### config.mk
export PLATFORM = sky130hd
export DESIGN_NAME = walsh_hadamard_transform_flat
export DESIGN_NICKNAME = d
export VERILOG_FILES = /design/src/rtl/core/wht_pkg.sv /design/src/rtl/core/wht_if.sv /design/src/rtl/core/wht_ram.sv /design/src/rtl/core/walsh_hadamard_transform.sv /design/src/flat_wrapper.sv
export VERILOG_INCLUDE_DIRS = /design/src /design/src/rtl/core
export SDC_FILE = /design/constraint.sdc
export NUM_CORES = 2
export LEC_CHECK = 0
export BUFFER_PORTS_ARGS = -buffer_cell sky130_fd_sc_hd__buf_2
export CORE_ASPECT_RATIO = 1.1
export CORE_MARGIN = 2
export CORE_UTILIZATION = 31
export DETAILED_ROUTE_END_ITERATION = 16
export HOLD_SLACK_MARGIN = 0.02
export SLEW_MARGIN = 15
export SYNTH_ARGS = -nofsm -noshare
export SYNTH_HDL_FRONTEND = slang
export SYNTH_SLANG_ARGS = --single-unit
### constraint.sdc
create_clock -name i_clk -period 6 [get_ports i_clk]
set_input_delay 1.2 -clock i_clk [delete_from_list [all_inputs] [get_ports i_clk]]
set_output_delay 1.2 -clock i_clk [all_outputs]
set_load 0.01 [all_outputs]
### src/rtl/core/walsh_hadamard_transform_assert.svh
// Assertion shorthands shared by the RTL of the transform block.
`ifndef WALSH_HADAMARD_TRANSFORM_ASSERT_SVH
`define WALSH_HADAMARD_TRANSFORM_ASSERT_SVH

// Same-cycle implication, checked out of reset only.
`define WHT_ASSERT_IMP(label, clk, rst_n, ante, cons, msg) \
    label: assert property (@(posedge clk) disable iff (!(rst_n)) (ante) |-> (cons)) \
        else $error(msg);

// Next-cycle implication, checked out of reset only.
`define WHT_ASSERT_NXT(label, clk, rst_n, ante, cons, msg) \
    label: assert property (@(posedge clk) disable iff (!(rst_n)) (ante) |=> (cons)) \
        else $error(msg);

`endif

### src/rtl/core/wht_pkg.sv
`timescale 1ns / 1ps

package wht_pkg;

    // Sequencer states: collect samples, run butterflies, drain a stage, stream out.
    typedef enum logic [1:0] {
        ST_LOAD,
        ST_XFORM,
        ST_XGAP,
        ST_EMIT
    } t_state;

endpackage

### src/rtl/core/wht_if.sv
`timescale 1ns / 1ps

// Frame length write channel.
interface wht_cfg_if #(parameter int LEN_BITS = 7) ();
    logic                valid;
    logic                ready;
    logic [LEN_BITS-1:0] frame_length;

    modport source (output valid, output frame_length, input ready);
    modport sink   (input valid, input frame_length, output ready);
endinterface

// Sample input channel.
interface wht_smp_if #(parameter int SAMPLE_BITS = 16) ();
    logic                          valid;
    logic                          ready;
    logic signed [SAMPLE_BITS-1:0] sample;

    modport source (output valid, output sample, input ready);
    modport sink   (input valid, input sample, output ready);
endinterface

// Coefficient output channel.
interface wht_coef_if #(parameter int COEF_BITS = 22) ();
    logic                        valid;
    logic                        ready;
    logic signed [COEF_BITS-1:0] coefficient;
    logic                        last;

    modport source (output valid, output coefficient, output last, input ready);
    modport sink   (input valid, input coefficient, input last, output ready);
endinterface

### src/rtl/core/wht_ram.sv
`timescale 1ns / 1ps

// Simple dual-port RAM: one write port, one read port, read data registered.
module wht_ram #(
    parameter int WIDTH = 22,
    parameter int DEPTH = 32
) (
    input  logic                                    i_clk,
    input  logic                                    i_we,
    input  logic [((DEPTH > 1) ? $clog2(DEPTH) : 1)-1:0] i_waddr,
    input  logic [WIDTH-1:0]                        i_wdata,
    input  logic [((DEPTH > 1) ? $clog2(DEPTH) : 1)-1:0] i_raddr,
    output logic [WIDTH-1:0]                        o_rdata
);

    logic [WIDTH-1:0] r_mem [DEPTH];
    logic [WIDTH-1:0] r_rdata;

    always_ff @(posedge i_clk) begin
        if (i_we) begin
            r_mem[i_waddr] <= i_wdata;
        end
        r_rdata <= r_mem[i_raddr];
    end

    assign o_rdata = r_rdata;

endmodule

### src/rtl/core/walsh_hadamard_transform.sv
`timescale 1ns / 1ps
// Fast Walsh-Hadamard transform over frames of signed samples.
// i_cfg  : frame_length write (1..SIZE; zero acts as one, larger saturates to SIZE).
//          Write only while idle; a write discards any partial frame.
// i_smp  : one sample per transfer, in frame order. Ready only while collecting.
// o_coef : frame_length coefficients per frame in natural Hadamard order, last
//          on the final one. Samples past the largest power of two P within the
//          frame length come out untouched.
// Timing : one sample per cycle while collecting; the transform then runs
//          stage by stage, P/2 butterflies per stage at one per cycle out
//          of two memory banks, plus a drain state per stage for the
//          read-modify-write turnaround; output streams at one coefficient
//          per cycle while o_coef.ready stays high.
// Reset  : frame_length returns to SIZE and the frame buffer counts as empty;
//          memory contents are not cleared, every entry is written before read.
// Stall  : coefficients wait in an output register and a skid register; memory
//          reads pause until there is room. Once the last read of a frame is
//          issued, samples of the next frame are taken while the tail drains.
`include "walsh_hadamard_transform_assert.svh"

module walsh_hadamard_transform #(
    parameter int SIZE        = 64,
    parameter int SAMPLE_BITS = 16
) (
    input  logic        i_clk,
    input  logic        i_rst_n,
    wht_cfg_if.sink     i_cfg,
    wht_smp_if.sink     i_smp,
    wht_coef_if.source  o_coef
);

    import wht_pkg::*;

    localparam int ADDR_BITS  = $clog2(SIZE);
    localparam int LEN_BITS   = $clog2(SIZE + 1);
    localparam int COEF_BITS  = SAMPLE_BITS + ADDR_BITS;
    localparam int IDX_BITS   = (ADDR_BITS > 1) ? ADDR_BITS - 1 : 1;
    localparam int BANK_DEPTH = (SIZE + 1) / 2;
    // P - 1 for the reset frame length of SIZE
    localparam logic [ADDR_BITS-1:0] RST_PMASK =
        ADDR_BITS'((1 << ($clog2(SIZE + 1) - 1)) - 1);

    // Storage map: address parity (xor of all bits) picks the bank, the
    // address without bit 0 is the row. The two legs of any butterfly differ
    // in exactly one bit, so they always sit in opposite banks.
    function automatic logic [IDX_BITS-1:0] f_idx(input logic [ADDR_BITS-1:0] addr);
        return IDX_BITS'(addr >> 1);
    endfunction

    t_state                r_state, n_state;
    logic [LEN_BITS-1:0]   r_len, r_fill, r_emit;
    logic [ADDR_BITS-1:0]  r_pmask;
    logic [ADDR_BITS-1:0]  r_a, r_h;
    logic                  r_pb_v;
    logic [ADDR_BITS-1:0]  r_pb_a, r_pb_b;
    logic                  r_pe_v, r_pe_bank, r_pe_last;
    logic                  r_out_v, r_out_last;
    logic [COEF_BITS-1:0]  r_out_coef;
    logic                  r_skid_v, r_skid_last;
    logic [COEF_BITS-1:0]  r_skid_coef;

    logic                  we    [2];
    logic [IDX_BITS-1:0]   waddr [2];
    logic [IDX_BITS-1:0]   raddr [2];
    logic [COEF_BITS-1:0]  wdata [2];
    logic [COEF_BITS-1:0]  rdata [2];

    logic                  smp_xfer, cfg_xfer, frame_done;
    logic                  stage_end, xform_done;
    logic                  pop, room, emit_issue, emit_last, emit_end;
    logic [ADDR_BITS-1:0]  fill_addr, emit_addr, b_addr;
    logic                  fill_bank, a_bank, pa_bank;
    logic [COEF_BITS-1:0]  smp_ext, va, vb, bf_sum, bf_diff, pe_data;
    logic [LEN_BITS-1:0]   cfg_eff, cfg_smear;
    logic [ADDR_BITS-1:0]  cfg_pmask;
    logic                  out_free, out_from_skid, out_from_push, skid_load;

    // Two memory banks hold the frame
    for (genvar k = 0; k < 2; k++) begin : g_bank
        wht_ram #(
            .WIDTH (COEF_BITS),
            .DEPTH (BANK_DEPTH)
        ) u_ram (
            .i_clk   (i_clk),
            .i_we    (we[k]),
            .i_waddr (waddr[k]),
            .i_wdata (wdata[k]),
            .i_raddr (raddr[k]),
            .o_rdata (rdata[k])
        );
    end

    assign smp_xfer = i_smp.valid && i_smp.ready;
    assign cfg_xfer = i_cfg.valid && i_cfg.ready;

    // Configuration: clamp the length, then smear its top bit down to get P - 1
    always_comb begin
        if (i_cfg.frame_length == '0) begin
            cfg_eff = LEN_BITS'(1);
        end else if (i_cfg.frame_length > LEN_BITS'(SIZE)) begin
            cfg_eff = LEN_BITS'(SIZE);
        end else begin
            cfg_eff = i_cfg.frame_length;
        end
        cfg_smear = cfg_eff;
        for (int i = 1; i < LEN_BITS; i++) begin
            cfg_smear = cfg_smear | (cfg_eff >> i);
        end
    end
    assign cfg_pmask = ADDR_BITS'(cfg_smear >> 1);

    // Sample load
    assign fill_addr  = ADDR_BITS'(r_fill);
    assign fill_bank  = ^fill_addr;
    assign smp_ext    = {{ADDR_BITS{i_smp.sample[SAMPLE_BITS-1]}}, i_smp.sample};
    assign frame_done = smp_xfer && (r_fill == r_len - LEN_BITS'(1));

    // Butterfly walk: r_h is the one-hot span, r_a the upper-left leg with bit h clear
    assign b_addr     = r_a | r_h;
    assign a_bank     = ^r_a;
    assign stage_end  = (b_addr == r_pmask);
    assign xform_done = ((r_h & r_pmask) == '0);

    // Butterfly write-back, in the cycle after the reads
    assign pa_bank = ^r_pb_a;
    assign va      = pa_bank ? rdata[1] : rdata[0];
    assign vb      = pa_bank ? rdata[0] : rdata[1];
    assign bf_sum  = va + vb;
    assign bf_diff = va - vb;

    // Emit reads: issue only when the output register and skid can take the data
    assign pop        = r_out_v && o_coef.ready;
    assign room       = ({1'b0, r_out_v} + {1'b0, r_skid_v} + {1'b0, r_pe_v})
                        <= ({1'b0, pop} + 2'd1);
    assign emit_addr  = ADDR_BITS'(r_emit);
    assign emit_last  = (r_emit == r_len - LEN_BITS'(1));
    assign emit_issue = (r_state == ST_EMIT) && room;
    assign emit_end   = emit_issue && emit_last;
    assign pe_data    = r_pe_bank ? rdata[1] : rdata[0];

    // Next state
    always_comb begin
        n_state = r_state;
        unique case (r_state)
            ST_LOAD: begin
                if (frame_done) begin
                    n_state = (r_pmask == '0) ? ST_EMIT : ST_XFORM;
                end
            end
            ST_XFORM: begin
                if (stage_end) begin
                    n_state = ST_XGAP;
                end
            end
            ST_XGAP: begin
                n_state = xform_done ? ST_EMIT : ST_XFORM;
            end
            ST_EMIT: begin
                if (emit_end) begin
                    n_state = ST_LOAD;
                end
            end
        endcase
    end

    // Memory port steering
    always_comb begin
        for (int k = 0; k < 2; k++) begin
            we[k]    = 1'b0;
            waddr[k] = '0;
            wdata[k] = '0;
            raddr[k] = f_idx(emit_addr);
        end
        if (smp_xfer) begin
            we[fill_bank]    = 1'b1;
            waddr[fill_bank] = f_idx(fill_addr);
            wdata[fill_bank] = smp_ext;
        end
        if (r_pb_v) begin
            we[pa_bank]     = 1'b1;
            waddr[pa_bank]  = f_idx(r_pb_a);
            wdata[pa_bank]  = bf_sum;
            we[!pa_bank]    = 1'b1;
            waddr[!pa_bank] = f_idx(r_pb_b);
            wdata[!pa_bank] = bf_diff;
        end
        if (r_state == ST_XFORM) begin
            raddr[a_bank]  = f_idx(r_a);
            raddr[!a_bank] = f_idx(b_addr);
        end
    end

    // Output register and skid steering
    assign out_free      = !r_out_v || pop;
    assign out_from_skid = out_free && r_skid_v;
    assign out_from_push = out_free && !r_skid_v && r_pe_v;
    assign skid_load     = r_pe_v && !out_from_push;

    assign i_smp.ready        = (r_state == ST_LOAD);
    assign i_cfg.ready        = 1'b1;
    assign o_coef.valid       = r_out_v;
    assign o_coef.coefficient = $signed(r_out_coef);
    assign o_coef.last        = r_out_last;

    // Control state
    always_ff @(posedge i_clk) begin
        if (!i_rst_n) begin
            r_state  <= ST_LOAD;
            r_len    <= LEN_BITS'(SIZE);
            r_pmask  <= RST_PMASK;
            r_fill   <= '0;
            r_emit   <= '0;
            r_a      <= '0;
            r_h      <= ADDR_BITS'(1);
            r_pb_v   <= 1'b0;
            r_pe_v   <= 1'b0;
            r_out_v  <= 1'b0;
            r_skid_v <= 1'b0;
        end else begin
            r_state <= n_state;
            // drop any partial frame on a length write
            if (cfg_xfer) begin
                r_len   <= cfg_eff;
                r_pmask <= cfg_pmask;
                r_fill  <= '0;
            end else if (smp_xfer) begin
                r_fill <= frame_done ? '0 : r_fill + LEN_BITS'(1);
            end
            // advance the butterfly walk, skipping over bit h
            if (r_state == ST_LOAD) begin
                r_a <= '0;
                r_h <= ADDR_BITS'(1);
            end else if (r_state == ST_XFORM) begin
                if (stage_end) begin
                    r_a <= '0;
                    r_h <= r_h << 1;
                end else begin
                    r_a <= (b_addr + ADDR_BITS'(1)) & ~r_h;
                end
            end
            if (r_state != ST_EMIT) begin
                r_emit <= '0;
            end else if (emit_issue) begin
                r_emit <= r_emit + LEN_BITS'(1);
            end
            r_pb_v   <= (r_state == ST_XFORM);
            r_pe_v   <= emit_issue;
            r_out_v  <= out_free ? (r_skid_v || r_pe_v) : 1'b1;
            r_skid_v <= skid_load ? 1'b1 : (out_from_skid ? 1'b0 : r_skid_v);
        end
    end

    // Payload
    always_ff @(posedge i_clk) begin
        r_pb_a    <= r_a;
        r_pb_b    <= b_addr;
        r_pe_bank <= ^emit_addr;
        r_pe_last <= emit_last;
        if (out_from_skid) begin
            r_out_coef <= r_skid_coef;
            r_out_last <= r_skid_last;
        end else if (out_from_push) begin
            r_out_coef <= pe_data;
            r_out_last <= r_pe_last;
        end
        if (skid_load) begin
            r_skid_coef <= pe_data;
            r_skid_last <= r_pe_last;
        end
    end

    // Legs of a butterfly must land in different banks
    `WHT_ASSERT_IMP(a_bank_split, i_clk, i_rst_n, r_pb_v, (^r_pb_a) != (^r_pb_b),
        "butterfly legs share a bank")
    // A returning read must always find a free output slot
    `WHT_ASSERT_IMP(a_skid_room, i_clk, i_rst_n, r_pe_v && r_out_v && !o_coef.ready,
        !r_skid_v, "output read returned with no room")
    // Emit reads drain before the transform reuses the read ports
    `WHT_ASSERT_IMP(a_port_share, i_clk, i_rst_n, r_state == ST_XFORM, !r_pe_v,
        "emit read in flight during transform")
    // Fill count stays inside the frame
    `WHT_ASSERT_IMP(a_fill_range, i_clk, i_rst_n, 1'b1, r_fill < r_len,
        "fill count beyond frame length")
    // Every transform cycle issues a butterfly that writes back next cycle
    `WHT_ASSERT_NXT(a_bfly_wb, i_clk, i_rst_n, r_state == ST_XFORM, r_pb_v,
        "butterfly write-back missing")

endmodule
### src/flat_wrapper.sv
// flat-port wrapper written by rule: the top's interface ports become plain ports
module walsh_hadamard_transform_flat import wht_pkg::*;
#(
    parameter int SIZE        = 64,
    parameter int SAMPLE_BITS = 16
)
  (i_clk, i_rst_n, i_cfg_valid, i_cfg_frame_length, i_cfg_ready, i_smp_valid, i_smp_sample, i_smp_ready, o_coef_valid, o_coef_coefficient, o_coef_last, o_coef_ready);
  wht_cfg_if i_cfg_i ();
  wht_smp_if #(.SAMPLE_BITS(SAMPLE_BITS)) i_smp_i ();
  wht_coef_if o_coef_i ();
  input  logic i_clk;
  input  logic i_rst_n;
  input wire logic [$bits(i_cfg_i.valid)-1:0] i_cfg_valid;
  input wire logic [$bits(i_cfg_i.frame_length)-1:0] i_cfg_frame_length;
  output wire logic [$bits(i_cfg_i.ready)-1:0] i_cfg_ready;
  input wire logic [$bits(i_smp_i.valid)-1:0] i_smp_valid;
  input wire logic [$bits(i_smp_i.sample)-1:0] i_smp_sample;
  output wire logic [$bits(i_smp_i.ready)-1:0] i_smp_ready;
  output wire logic [$bits(o_coef_i.valid)-1:0] o_coef_valid;
  output wire logic [$bits(o_coef_i.coefficient)-1:0] o_coef_coefficient;
  output wire logic [$bits(o_coef_i.last)-1:0] o_coef_last;
  input wire logic [$bits(o_coef_i.ready)-1:0] o_coef_ready;
  assign i_cfg_i.valid = i_cfg_valid;
  assign i_cfg_i.frame_length = i_cfg_frame_length;
  assign i_cfg_ready = i_cfg_i.ready;
  assign i_smp_i.valid = i_smp_valid;
  assign i_smp_i.sample = i_smp_sample;
  assign i_smp_ready = i_smp_i.ready;
  assign o_coef_valid = o_coef_i.valid;
  assign o_coef_coefficient = o_coef_i.coefficient;
  assign o_coef_last = o_coef_i.last;
  assign o_coef_i.ready = o_coef_ready;
  walsh_hadamard_transform #(.SIZE(SIZE), .SAMPLE_BITS(SAMPLE_BITS)) u_core (.i_clk(i_clk), .i_rst_n(i_rst_n), .i_cfg(i_cfg_i), .i_smp(i_smp_i), .o_coef(o_coef_i));
endmodule
==> impl_metrics.toml <==
[sta]
hold_viol_final = 0
slew_headroom_pct = 22.47
setup_viol = 0
worst_slack_ns = 1.289
tightest_slew_ns = 1.163
finClkSkew_ns = 0.06697
fin_tns_setup_ns = 0
finalCritPeriodShare_pct = 78.52
holdWs_ns = 0.4372
max_freq_ghz = 0.2123
fin_crit_ns = 4.711
rsz0062_at_grt = "no"
slew_violations = 0

[clocking]
cts_setup_buffers = 0
cts_tree = "yes"
cts_sinks = 1555
cts.clk_slew.worst_paths_ns = 0.06
cts_buffers = 160
clock_path_buffers = 3
clk_latency_ns = 0.82
cts_root_buf = "clkbuf_16"
cts_resized = 0
hold_buffers = 0
cts_max_level = 4

[power_and_ir_drop]
pwr-share-seq_pct = 48.6
combPwrFrac_pct = 14.2
peakVddDrop_uv = 238.9
power_switching_mw = 6.722
p_clk_share_pct = 37.2
intPower_mw = 18.84
power.density_nw_per_um2 = 351.2
netSwitchingFraction_pct = 26.29
total_leakage_power_nw = 22.88

[final_layout]
utilization_pct = 36.01
final_cell_mix = "1454 x edfxtp_1, 352 x mux4_2, 254 x nand2_1, 162 x clkbuf_16, 132 x mux2_2"
drive_above_1_share_pct = 27.51
fillCellCount = 18790
areaGrowthSynthToFinish_pct = 15.44
layout_commonest_cell = "edfxtp_1"
nets = 3676

[place]
dp_slack_ns = 1.234
io_buffers = 52
hpwl_um = 95060
gp_congestion = 0.8635

[detailed_routing]
antenna_left = 0
drt_iter0_drc = 2928
num_vias = 32690
finalWirelength_um = 155900
drc_errors = 0
vias_per_cell = 5.058
firstDrtPassIters = 7
wl_per_cell_um = 24.13

[worst_setup_path]
rrSetupSlack_ns = 1.29
timing.rr.end = "u_core.g_bank[1].u_ram.r_mem[9][18]"
critPathLaunchType = "flip-flop"
cp_common_cell = "o21ai_0"
critPathSlowestCell = "xnor3_2"
endpoint_kind = "flip-flop"
crit_path_max_fanout = 40
cp_data_arrival_time_ns = 5.11
path_class = "flip-flop to flip-flop"
crit_chain = "xnor2_2, xnor3_2, buf_4, mux2i_1, o21ai_0, a21oi_1, o21ai_0, nor3_1, o311a_1, a221o_1"
r2r_start = "u_core.r_pb_a[3]"
rr_worst_depth = 10
required_ns = 6.40
critPathMaxStageDelay_ns = 0.90

[floorplanning]
die_width_um = 434.0
fp.dieH_um = 477.0
dieArea_um2 = 207000
io_pins = 54
coreArea_um2 = 202200
rows = 173
initial_utilization_pct = 31.19

[synth]
synth_edf_count = 1454
synthCells = 3437
synth_cell_type_count = 73
yosysSeqAreaShare_pct = 72.45
async_reset_ff_share_pct = 0
synth_flop_cell = "edfxtp_1"
avgSynthCellArea_um2 = 18.35
syn_nets = 3499
yosysWarningCount = 0
ys_ff_latch = 1555
synth_area_um2 = 63060

[global_route]
grtUsageTotal_pct = 14.94
antenna_found_initial = 14
grt_pass1_wl_um = 228700
grt_pass1_vias = 33250
grt-ovfl-total = 0
grt_max_degree = 92

[job]
drv_cap = 0

[min_path]
hold_depth = 0
hold_path_end = "u_core.r_pb_a[3]"
hold_start = "u_core.r_a[3]"
hold_path_class = "flip-flop to flip-flop"

[status]
status = "complete, no violations"
[how the worst max path moves through the flow]
stage	startpoint	to	slack, ns	cells after the start
detailed placement	u_core.r_pb_a[1]	u_core.g_bank[0].u_ram.r_mem[21][17]	1.23	9
finish	u_core.r_pb_a[3]	u_core.g_bank[1].u_ram.r_mem[9][18]	1.29	10
floorplan	u_core.r_pb_a[1]	u_core.g_bank[0].u_ram.r_mem[0][17]	1.67	11
global placement	u_core.r_pb_a[1]	u_core.g_bank[0].u_ram.r_mem[21][17]	1.36	9
global route	u_core.r_pb_a[3]	u_core.g_bank[1].u_ram.r_mem[10][18]	1.01	10
CTS	u_core.r_pb_a[3]	u_core.g_bank[0].u_ram.r_mem[22][17]	1.22	9
[metal layers]
metal  track usage, %  vias to the layer above  share of wire [%]
met2            25.01                      930                 49
met4            4.442                        2                3.0
li1                 -                    14140                  -
met1            19.89                    17350                 42
met3            2.461                      265                5.2
met5                0                        -              0.013
[power groups by stage]
stage / combinational, mW / clock, mW / sequential [mW]
after global routing: 3.95 / 10.1 / 12.4
final: 3.64 / 9.51 / 12.4
after global placement: 3.57 / 0 / 12.6
after detailed placement: 3.58 / 0 / 12.6
after floorplan: 2.46 / 0 / 12.5
after CTS: 3.61 / 9.70 / 12.4
[synthesized netlist by cell type (49+ instances only)]
cell type,n,area (µm²)
a21oi_1,50,250.2
buf_2,58,290.3
clkbuf_1,95,356.6
dfxtp_1,101,2022
edfxtp_1,1454,43660
mux2_2,132,1486
mux2i_1,78,780.8
mux4_2,352,7928
nand2_1,254,953.4
nand3_1,75,375.4
nor2_1,181,679.4
o211ai_1,49,367.9
o21ai_0,130,650.6
xnor2_1,51,446.7
[cell type report]
cell class              instances  area [µm²]  share of cell area (%)
clock buffers                 206        4279                   5.879
repair buffers                196        1528                   2.099
flip-flops and latches       1555       45680                   62.76
well taps                    2712        3393                   4.662
diodes                          2       5.005                0.006875
inverters                      26       97.59                  0.1341
multi-input cells            1675       17000                   23.36
clock inverters                90       804.5                   1.105
[kinds of logic after synthesis]
logic type	count (synthesis)	share of synthesized area, %
AO/OA/AOI/OAI	358	3.595
XOR/XNOR	84	1.226
adder cells (fa/ha/maj)	34	0.6984
buffers and inverters	207	1.389
flip-flops	1555	72.45
multiplexers	566	16.26
other	1	0.005947
AND/OR/NAND/NOR	632	4.377
[sequential cells by signal, summed over array words and instances, names as in the netlist, 6 cells and up]
signal                       flops
u_core.r_h                       6
u_core.r_a                       6
u_core.r_skid_coef              22
u_core.o_coef.coefficient       22
u_core.r_fill                    7
u_core.r_pmask                   6
u_core.r_len                     6
u_core.g_bank.u_ram.o_rdata     44
u_core.g_bank.u_ram.r_mem     1408
u_core.r_emit                    7
u_core.r_pb_a                    6
[worst max-delay path, delay by kind of cell (launching register included)]
family	cells	cell delay, ns
AOI/OAI and AO/OA	5	1.57
xor gates and xnor gates	2	1.15
buffers and inverters	1	0.53
DFF	1	0.35
muxes	1	0.29
and+or+nand+nor	1	0.40
[per-stage QoR]
stage                     area (µm²)  total power, mW  std cells
after global placement         67570            16.22       6161
after CTS                      72690            25.73       6458
after detailed placement       67600            16.23       6162
after global routing           72790            26.49       6461
final                          72790            25.57       6462
after floorplan                63060            14.99       3437
Power figures use the tool's default switching activity.
